==> config.mk <==
export PLATFORM = sky130hd
export DESIGN_NAME = max_priority_queue
export DESIGN_NICKNAME = d
export VERILOG_FILES = /design/src/rtl/mpq_pkg.sv /design/src/rtl/mpq_cell.sv /design/src/rtl/mpq_out_buf.sv /design/src/rtl/max_priority_queue.sv
export VERILOG_INCLUDE_DIRS = /design/src /design/src/rtl
export SDC_FILE = /design/constraint.sdc
export NUM_CORES = 2
export LEC_CHECK = 0
export BUFFER_PORTS_ARGS = -buffer_cell sky130_fd_sc_hd__buf_2
export CORE_MARGIN = 1.5
export CORE_UTILIZATION = 60
export CTS_BUF_LIST = sky130_fd_sc_hd__clkbuf_2
export CTS_CLUSTER_DIAMETER = 60
export DETAILED_ROUTE_END_ITERATION = 10
export MAX_ROUTING_LAYER = met4
export PLACE_DENSITY = 0.88
export SETUP_SLACK_MARGIN = 0.5
export SLEW_MARGIN = 20
export SYNTH_ARGS = -nofsm -noshare
export SYNTH_HDL_FRONTEND = slang
export SYNTH_SLANG_ARGS = --single-unit
==> constraint.sdc <==
create_clock -name clk -period 11.3 [get_ports clk]
set_input_delay 2.26 -clock clk [delete_from_list [all_inputs] [get_ports clk]]
set_output_delay 2.26 -clock clk [all_outputs]
set_load 0.1 [all_outputs]
==> src/rtl/max_priority_queue_assert.svh <==
// Assertion macros for the max priority queue RTL.
// Assumes a clock named clk and an active-low reset named rst_n in scope.
`ifndef MAX_PRIORITY_QUEUE_ASSERT_SVH
`define MAX_PRIORITY_QUEUE_ASSERT_SVH

`ifndef SYNTH

// Condition holds at every clock edge out of reset.
`define MPQ_ASSERT(label, cond) \
    label: assert property (@(posedge clk) disable iff (!rst_n) (cond)) \
        else $error("max_priority_queue assertion failed");

// Consequence holds in the same cycle as the antecedent.
`define MPQ_ASSERT_IMP(label, ante, cons) \
    label: assert property (@(posedge clk) disable iff (!rst_n) (ante) |-> (cons)) \
        else $error("max_priority_queue assertion failed");

// Consequence holds in the cycle after the antecedent.
`define MPQ_ASSERT_NXT(label, ante, cons) \
    label: assert property (@(posedge clk) disable iff (!rst_n) (ante) |=> (cons)) \
        else $error("max_priority_queue assertion failed");

`else

`define MPQ_ASSERT(label, cond)
`define MPQ_ASSERT_IMP(label, ante, cons)
`define MPQ_ASSERT_NXT(label, ante, cons)

`endif

`endif

==> src/rtl/mpq_pkg.sv <==
// Shared types and constants for the max priority queue.
// No dependencies; imported by every module of the block.
package mpq_pkg;

    localparam int DATA_W       = 32;
    localparam int OCC_W        = 5;
    localparam int CAPACITY_DEF = 16;

    typedef enum logic [0:0] {
        CMD_INSERT = 1'b0,
        CMD_POP    = 1'b1
    } cmd_e;

    typedef enum logic [1:0] {
        ST_INSERTED = 2'd0,
        ST_POPPED   = 2'd1,
        ST_OVERFLOW = 2'd2,
        ST_EMPTY    = 2'd3
    } status_e;

    typedef enum logic [1:0] {
        OP_HOLD,
        OP_INSERT,
        OP_POP
    } cell_op_e;

    typedef struct packed {
        cmd_e                     command;
        logic signed [DATA_W-1:0] value;
    } cmd_t;

    typedef struct packed {
        status_e                  status;
        logic signed [DATA_W-1:0] popped_value;
        logic [OCC_W-1:0]         occupancy;
    } res_t;

    // Broadcast to every cell of the chain.
    typedef struct packed {
        cell_op_e                 op;
        logic signed [DATA_W-1:0] value;
    } cell_ctrl_t;

endpackage

==> src/rtl/mpq_cell.sv <==
// One storage cell of the sorted chain.
// Depends on mpq_pkg; exchanges data with both neighbors every cycle.
module mpq_cell
    import mpq_pkg::*;
(
    input  logic                     clk,
    input  cell_ctrl_t               ctrl,
    input  logic                     occupied,
    input  logic                     left_gt,
    input  logic signed [DATA_W-1:0] left_data,
    input  logic signed [DATA_W-1:0] right_data,
    output logic                     gt,
    output logic signed [DATA_W-1:0] data
);

    logic signed [DATA_W-1:0] data_reg;
    logic signed [DATA_W-1:0] data_next;

    // Strict compare places a new value behind equal ones, so ties leave
    // in arrival order.
    assign gt   = !occupied || (ctrl.value > data_reg);
    assign data = data_reg;

    always_comb
    begin
        data_next = data_reg;
        case (ctrl.op)
            OP_INSERT:
            begin
                if (left_gt)
                begin
                    data_next = left_data;
                end
                else if (gt)
                begin
                    data_next = ctrl.value;
                end
            end
            OP_POP:
            begin
                data_next = right_data;
            end
            default:
            begin
                data_next = data_reg;
            end
        endcase
    end

    always_ff @(posedge clk)
    begin
        data_reg <= data_next;
    end

endmodule

==> src/rtl/mpq_out_buf.sv <==
// Two-entry result buffer: output register plus skid stage.
// Depends on mpq_pkg for the result struct.
module mpq_out_buf
    import mpq_pkg::*;
(
    input  logic clk,
    input  logic rst_n,
    input  logic push,
    input  res_t push_data,
    output logic full,
    output logic res_valid,
    input  logic res_stall,
    output res_t res
);

    logic main_valid_reg;
    logic main_valid_next;
    res_t main_reg;
    res_t main_next;
    logic skid_valid_reg;
    logic skid_valid_next;
    res_t skid_reg;
    res_t skid_next;
    logic take;

    assign take      = main_valid_reg && !res_stall;
    assign full      = skid_valid_reg;
    assign res_valid = main_valid_reg;
    assign res       = main_reg;

    always_comb
    begin
        main_valid_next = main_valid_reg;
        main_next       = main_reg;
        skid_valid_next = skid_valid_reg;
        skid_next       = skid_reg;
        if (take)
        begin
            if (skid_valid_reg)
            begin
                // advance the skid entry; no push can happen while it is held
                main_next       = skid_reg;
                skid_valid_next = 1'b0;
            end
            else
            begin
                main_valid_next = push;
                main_next       = push_data;
            end
        end
        else if (push)
        begin
            if (main_valid_reg)
            begin
                skid_valid_next = 1'b1;
                skid_next       = push_data;
            end
            else
            begin
                main_valid_next = 1'b1;
                main_next       = push_data;
            end
        end
    end

    always_ff @(posedge clk or negedge rst_n)
    begin
        if (!rst_n)
        begin
            main_valid_reg <= 1'b0;
            skid_valid_reg <= 1'b0;
        end
        else
        begin
            main_valid_reg <= main_valid_next;
            skid_valid_reg <= skid_valid_next;
        end
    end

    always_ff @(posedge clk)
    begin
        main_reg <= main_next;
        skid_reg <= skid_next;
    end

endmodule

==> src/rtl/max_priority_queue.sv <==
// Max priority queue of signed 32-bit values, built as a chain of CAPACITY
// cells kept sorted in descending order, ties in arrival order. An insert
// lands in the first cell that is empty or holds a smaller value; the cells
// behind it shift back one place; a pop takes the head cell, and the whole
// chain shifts forward. Every command finishes in the cycle it is accepted, so
// one command per cycle is taken while cmd_stall is low; its result goes into
// a two-entry output buffer, and cmd_stall rises only when both entries are
// held. Reset clears fill count and buffer valid flags; no clearing pass runs.
// Depends on mpq_pkg, mpq_cell, mpq_out_buf and max_priority_queue_assert.svh.
`include "max_priority_queue_assert.svh"

module max_priority_queue
    import mpq_pkg::*;
#(
    parameter int CAPACITY = CAPACITY_DEF
)
(
    input  logic clk,
    input  logic rst_n,
    input  logic cmd_valid,
    output logic cmd_stall,
    input  cmd_t cmd,
    output logic res_valid,
    input  logic res_stall,
    output res_t res
);

    localparam int CW = $clog2(CAPACITY + 1);

    logic [CW-1:0]            count_reg;
    logic [CW-1:0]            count_next;
    logic                     accept;
    logic                     is_full;
    logic                     is_empty;
    cell_ctrl_t               ctrl;
    res_t                     result;
    logic                     buf_full;
    logic                     cell_gt   [CAPACITY];
    logic signed [DATA_W-1:0] cell_data [CAPACITY];

    assign cmd_stall  = buf_full;
    assign accept     = cmd_valid && !cmd_stall;
    assign is_full    = (count_reg == CW'(CAPACITY));
    assign is_empty   = (count_reg == '0);

    always_comb
    begin
        ctrl.value = cmd.value;
        ctrl.op    = OP_HOLD;
        count_next = count_reg;
        result.status       = ST_INSERTED;
        result.popped_value = '0;
        if (cmd.command == CMD_INSERT)
        begin
            if (is_full)
            begin
                result.status = ST_OVERFLOW;
            end
            else
            begin
                ctrl.op    = accept ? OP_INSERT : OP_HOLD;
                count_next = accept ? count_reg + 1'b1 : count_reg;
            end
        end
        else
        begin
            if (is_empty)
            begin
                result.status = ST_EMPTY;
            end
            else
            begin
                result.status       = ST_POPPED;
                result.popped_value = cell_data[0];
                ctrl.op    = accept ? OP_POP : OP_HOLD;
                count_next = accept ? count_reg - 1'b1 : count_reg;
            end
        end
        result.occupancy = OCC_W'(count_next);
    end

    always_ff @(posedge clk or negedge rst_n)
    begin
        if (!rst_n)
        begin
            count_reg <= '0;
        end
        else
        begin
            count_reg <= count_next;
        end
    end

    for (genvar i = 0; i < CAPACITY; i++)
    begin : g_cell
        logic                     left_gt;
        logic signed [DATA_W-1:0] left_data;
        logic signed [DATA_W-1:0] right_data;

        if (i == 0)
        begin : g_head
            assign left_gt   = 1'b0;
            assign left_data = '0;
        end
        else
        begin : g_body
            assign left_gt   = cell_gt[i-1];
            assign left_data = cell_data[i-1];
        end

        if (i == CAPACITY - 1)
        begin : g_tail
            assign right_data = '0;
        end
        else
        begin : g_link
            assign right_data = cell_data[i+1];
        end

        mpq_cell u_cell (
            .clk        (clk),
            .ctrl       (ctrl),
            .occupied   (CW'(i) < count_reg),
            .left_gt    (left_gt),
            .left_data  (left_data),
            .right_data (right_data),
            .gt         (cell_gt[i]),
            .data       (cell_data[i])
        );
    end

    mpq_out_buf u_out_buf (
        .clk       (clk),
        .rst_n     (rst_n),
        .push      (accept),
        .push_data (result),
        .full      (buf_full),
        .res_valid (res_valid),
        .res_stall (res_stall),
        .res       (res)
    );

    `MPQ_ASSERT(a_count_bound, count_reg <= CW'(CAPACITY))
    `MPQ_ASSERT_NXT(a_insert_count, ctrl.op == OP_INSERT, count_reg == $past(count_reg) + 1'b1)
    `MPQ_ASSERT_NXT(a_result_follows, accept, res_valid)
    `MPQ_ASSERT_IMP(a_stall_when_full, cmd_stall, res_valid)

    for (genvar j = 0; j < CAPACITY - 1; j++)
    begin : g_sorted_chk
        `MPQ_ASSERT_IMP(a_sorted, CW'(j + 1) < count_reg, cell_data[j] >= cell_data[j+1])
    end

endmodule
# Yosys cells after proc, flatten, opt, wreduce, memory -nomap -nowiden
# Cells that the tools add are included.
# Widths: inputs -> output; s select.
# word_totals
register_bits,597
input_bits,37
output_inout_bits,41
word_cells,213
# op_classes
add_sub_neg,2
order_cmp,32
n_eq_ne,21
n_mux,72
bitwise,1
reduce_logical,60
# ops
op,count
$mux 32,33
$pmux 32 s2,16
$gt 32x32->1,16
$mux 39,4
$lt 4x5->1 const A,8
$ne 3x1->1 const B,13
$reduce_and 2->1,19
$mux 5,5
$lt 3x5->1 const A,4
$logic_not 1->1,18
$logic_or 1x1->1,16
$mux 2,6
$lt 1x5->1 const A,2
$lt 2x5->1 const A,2
$mux 1,8
$ne 3x2->1 const B,2
$reduce_bool 2->1,3
$add 5x1->5 const B,1
$eq 5x5->1 const B,1
$logic_not 5->1,1
$sub 5x1->5 const B,1
$ne 2x2->1 const B,2
$reduce_and 3->1,1
$eq 2x1->1 const B,1
other kinds (4),5

# Logic depth before layout (Yosys ltp)
# logic_depth
depth_word,8
depth_mapped,12
ltp_nobuf,10

# Hierarchy
# Synthesis repeated with hierarchy kept, for this count alone.
# hier_totals
hier_cells,4457
area_unflattened_um2,43341.6
# modules_own_cells
module,n_inst,cells_per_inst,area_each_um2,seq_area_each_um2
mpq_cell,16,263,2473.6,960.9
mpq_out_buf,1,132,2951.6,2392.3
max_priority_queue,1,117,812.0,125.1

# Least setup slack after synthesis
# Ideal clock, no wire load.
# synth_timing
kind,input-to-reg
start,input cmd[0] (netlist name)
end,"register g_cell[14].u_cell.data_reg[0], enable pin"
setup_time_ns,0.421
t_arrival_ns,5.600
t_required_ns,10.879
slack_ns,5.279
stages,12
n_path_buf,2
cell_sequence,inv_1 -> ha_1 -> nor2b_1 -> o211ai_1 -> a2111o_1 -> o211ai_1 -> a211oi_1 -> a311oi_1 -> buf_2 -> buf_2 -> nor3_1 -> nor2_1
# synth_via
elab_chain_cells,4
word_cells_on_any_way,6
cone_classes,2 x order compare; 1 x eq/ne; 3 x reduce/logical
# synth_rtl
item,line_no,source
"start, declared",max_priority_queue.sv:22,"input cmd_t cmd,"
$gt 32x32->1,mpq_cell.sv:21,assign gt = !occupied || (ctrl.value > data_reg);
$logic_or 1x1->1,mpq_cell.sv:21,
$ne 3x1->1 (no line) (*),n/a,
$reduce_and 2->1 (no line) (*),n/a,
"end signal, assigned",mpq_cell.sv:52,data_reg <= data_next;
"end, declared",mpq_cell.sv:16,logic signed [DATA_W-1:0] data_reg;
# Mark *: on every way between the ends. The rest lies on a longest branch, timed or not.
# A chain may end at the register's enable or synchronous reset.

# Final worst setup path
# layout_timing
start,input cmd[0] (netlist name)
end,"register g_cell[2].u_cell.data_reg[31], enable pin"
# layout_via
elab_chain_cells,4
word_cells_on_any_way,6
cone_classes,2 x order compare; 1 x eq/ne; 3 x reduce/logical
# layout_rtl
item,line_no
$gt 32x32->1,mpq_cell.sv:21
$logic_or 1x1->1,mpq_cell.sv:21
$ne 3x1->1 (no line) (*),n/a
$reduce_and 2->1 (no line) (*),n/a
"end signal, assigned",mpq_cell.sv:52
"end, declared",mpq_cell.sv:16
# Marked as above.

==> results.txt <==
Outcome: complete, no violations
Power Dens Cells: 258 nW/um2
WP data required: 12,330 ps
CTS buffer count: 155
Die width: 262 um
Met3 Track Usage GR: 6.31%
Most frequent CP cell: buf_4
Synth Flop Type: edfxtp_1
Met2 usage: 51.1%
Worst VDD drop: 0.000210 V
Arr. time, crit path: 6280 ps
Fmax: 0.191 GHz
Core Rows: 94
Worst-Margin Slew: 1060 ps
Post-Synthesis Cells: 3,964
IO Port Bufs: 77
Clock sinks: 597
Core footprint: 66,100 um2
Hold_buf cts: 0
Register area share after synthesis: 44.4%
Cell family with most CP delay: buffers and inverters
Worst skew pair latency: 1430 ps
CP startpoint kind: primary input
Initial Util: 60.9%
Commonest cells after routing, fill and taps aside: edfxtp_1, inv_1, ha_1, nand3_1, o221ai_1
FILL cells: 5,024
Crit. End Element: flip-flop
GRT overflow: 0
Initial antenna violation count: 5
Slowest CP cell: nor2_2
Vias per Instance: 6.85
Drt pass-1 iters: 9
DR vias: 33,900
Max-Cap Viols: 0
Post-synth EDFFs: 590
Placed cell area: 41,100 um2
Post-CTS Setup Inserts: 0
Syn Nets: 4,516
Post-layout minimum cycle time: 5250 ps
Final core utilization: 64.4%
Max incr delay on CP: 730 ps
I/O pin count: 78
CP Cell Sequence: buf_2, inv_1, ha_1, nor2b_1, o211ai_1, a2111oi_0, or4b_1, a2111oi_1, nor2_4, buf_4, nor3_1, nor2_2, buf_4
Critical path class: in2reg
Die Footprint: 68,700 um2
Fin area: 42,600 um2
Area contributors post-synth: edfxtp_1, ha_1, o221ai_1
Iter 0 DRT Violations: 4,229
Final WL: 108,000 um
Largest register FFs: 512
Hold Path Class: reg2reg
Gpl congestion: 0.933
Clock root cell: clkbuf_2
R2r endpoint: g_cell[1].u_cell.data[20]
First-pass GRT wire length: 172,000 um
RSZ-0062 raised after global routing: no
Max-slew violations: 0
WP buf/inv: 4
Syn Area/Cell: 10.2 um2
Clock Pin Slew Worst Setup and Hold Paths: 100 ps
Mapped Area: 40,300 um2
Drt drc: 0
HPWL after detailed placement: 78,000 um
Clock buffer depth: 3
Pleak: 17.9 nW
Hold_sp: g_cell[6].u_cell.data[27]
Synth area leader: edfxtp_1
Most Used Layer, Global Route: met2
Synth cell types: 67
Wirelength per Cell: 21.8 um
Worst Hold Depth: 2
# nets final: 4,530
Asr flop ratio synth: 1.17%
R2r worst-path depth: 9
R2r setup slk: 6720 ps
Total GRT Usage: 32.4%
Crit share post-route: 46.4%
Met1 usage: 40.9%
Setup-failing EPs final: 0
Area of the multi-input gates: 19,500 um2
Layout cell share with drive strength beyond 1: 10.6%
Worst rel slew slack: 29.4%
Clk_skew: 85.0 ps
Vias in the first global route: 33,400
Routed Antenna Nets: 0
Most common cell after layout, fill and taps aside: edfxtp_1
Post-synth top area share: 44.0%
Register bit count reported by yosys: 597
Ys Warns: 0
Worst r2r src: count_reg[4]
H-Tree Depth: 4
Hold Path Sink: g_cell[7].u_cell.data[27]
Crit Path Max Fanout: 65
Area Overhead vs Synth: 5.73%
Pin count of the biggest net entering global routing: 246
Setup TNS: 0 ps
CTS tree: yes
Die height: 262 um
Post-CTS sizing: 0
Fin. Hold Viols: 0
FF+latch area: 17,900 um2
## kinds of logic (layout without fill, tap and decap cells)
logic type	after synthesis	count (layout)	synth area share, %
compound gates	961	961	17.0
xor+xnor	1	1	0.0217
fa+ha+maj	515	515	16.0
buf+inv	776	890	7.59
flops	597	597	44.4
mux	83	83	2.18
other cells	0	8	0
simple gates	1031	1031	12.8
## power by group
group	switching [W]	total [W]	internal (W)
logic	0.00364	0.00540	0.00176
clock network	0.000954	0.00155	0.000592
registers	0.000388	0.00402	0.00364
total	0.00498	0.0110	0.00598
## worst max path at each step
stage / from / end / slack, ps / cells past startpoint
after global routing: cmd[0] / g_cell[6].u_cell.data[27] / 5830 / 13
final: cmd[0] / g_cell[2].u_cell.data[31] / 6050 / 13
after floorplan: cmd[0] / g_cell[14].u_cell.data[0] / 5280 / 12
after CTS: cmd[0] / g_cell[6].u_cell.data[27] / 6220 / 13
after detailed placement: cmd[0] / g_cell[6].u_cell.data[22] / 4790 / 13
after global placement: cmd[31] / g_cell[13].u_cell.data[23] / 5010 / 9
## stage by stage
step	std cells	hold WS [ps]	setup WS [ps]	power, W
after floorplan	3964	495	5280	0.00796
after global placement	4681	510	5010	0.00899
after detailed placement	4681	535	4790	0.00929
after CTS	4938	540	6220	0.0108
after global routing	4949	544	5830	0.0117
final	4950	545	6050	0.0110
## worst reg2reg max path, stage by stage (launching register included)
cell	delay, ps
dfrtp_1	380
buf_4	200
or2_1	380
nor2_4	220
a21oi_2	110
nand2_4	350
buf_4	760
buf_4	870
nand2_1	710
o221ai_1	400
## synth_stat cells (2+ instances only)
master and n:
a21o_1 32, clkbuf_1 158, ha_1 515, edfxtp_1 590, mux2_2 37, nand4_1 118, dfrtp_1 7, o2bb2ai_1 8
nand2_1 210, and4_1 4, o221ai_1 403, nor4bb_1 2, buf_8 3, a311oi_1 2, mux2i_1 46, nand2b_1 3
nand3_1 483, and2b_2 2, a2111o_1 3, and2_1 34, o21a_1 9, buf_6 5, or4_1 4, buf_1 38
a32o_1 4, nor4_1 25, and3_1 3, buf_2 57, nor3_1 33, or4b_1 9, o21ai_0 125, o211ai_1 31
a211oi_1 36, a21oi_1 230, nor2b_1 17, a2111oi_0 10, a22o_1 2, nor2_1 74, o31ai_1 2, a221oi_1 11
inv_1 515, a31oi_1 3, o21ai_1 37
## per-layer routing
metal	vias to the layer above	wire length, um
met4	0	3520
met5	-	0
met2	2002	51700
met1	16200	42500
li1	15400	-
met3	326	10200
## area by class of cell
cell class              instances  area share, %
repair buffers                118           1.90
flip-flops and latches        597           42.0
diodes                          8         0.0470
inverters                     515           4.54
clock buffers                 225           2.64
multi-input cells            2591           45.8
well taps                     864           2.54
clock inverters                32          0.473
Power figures use the tool's default switching activity.
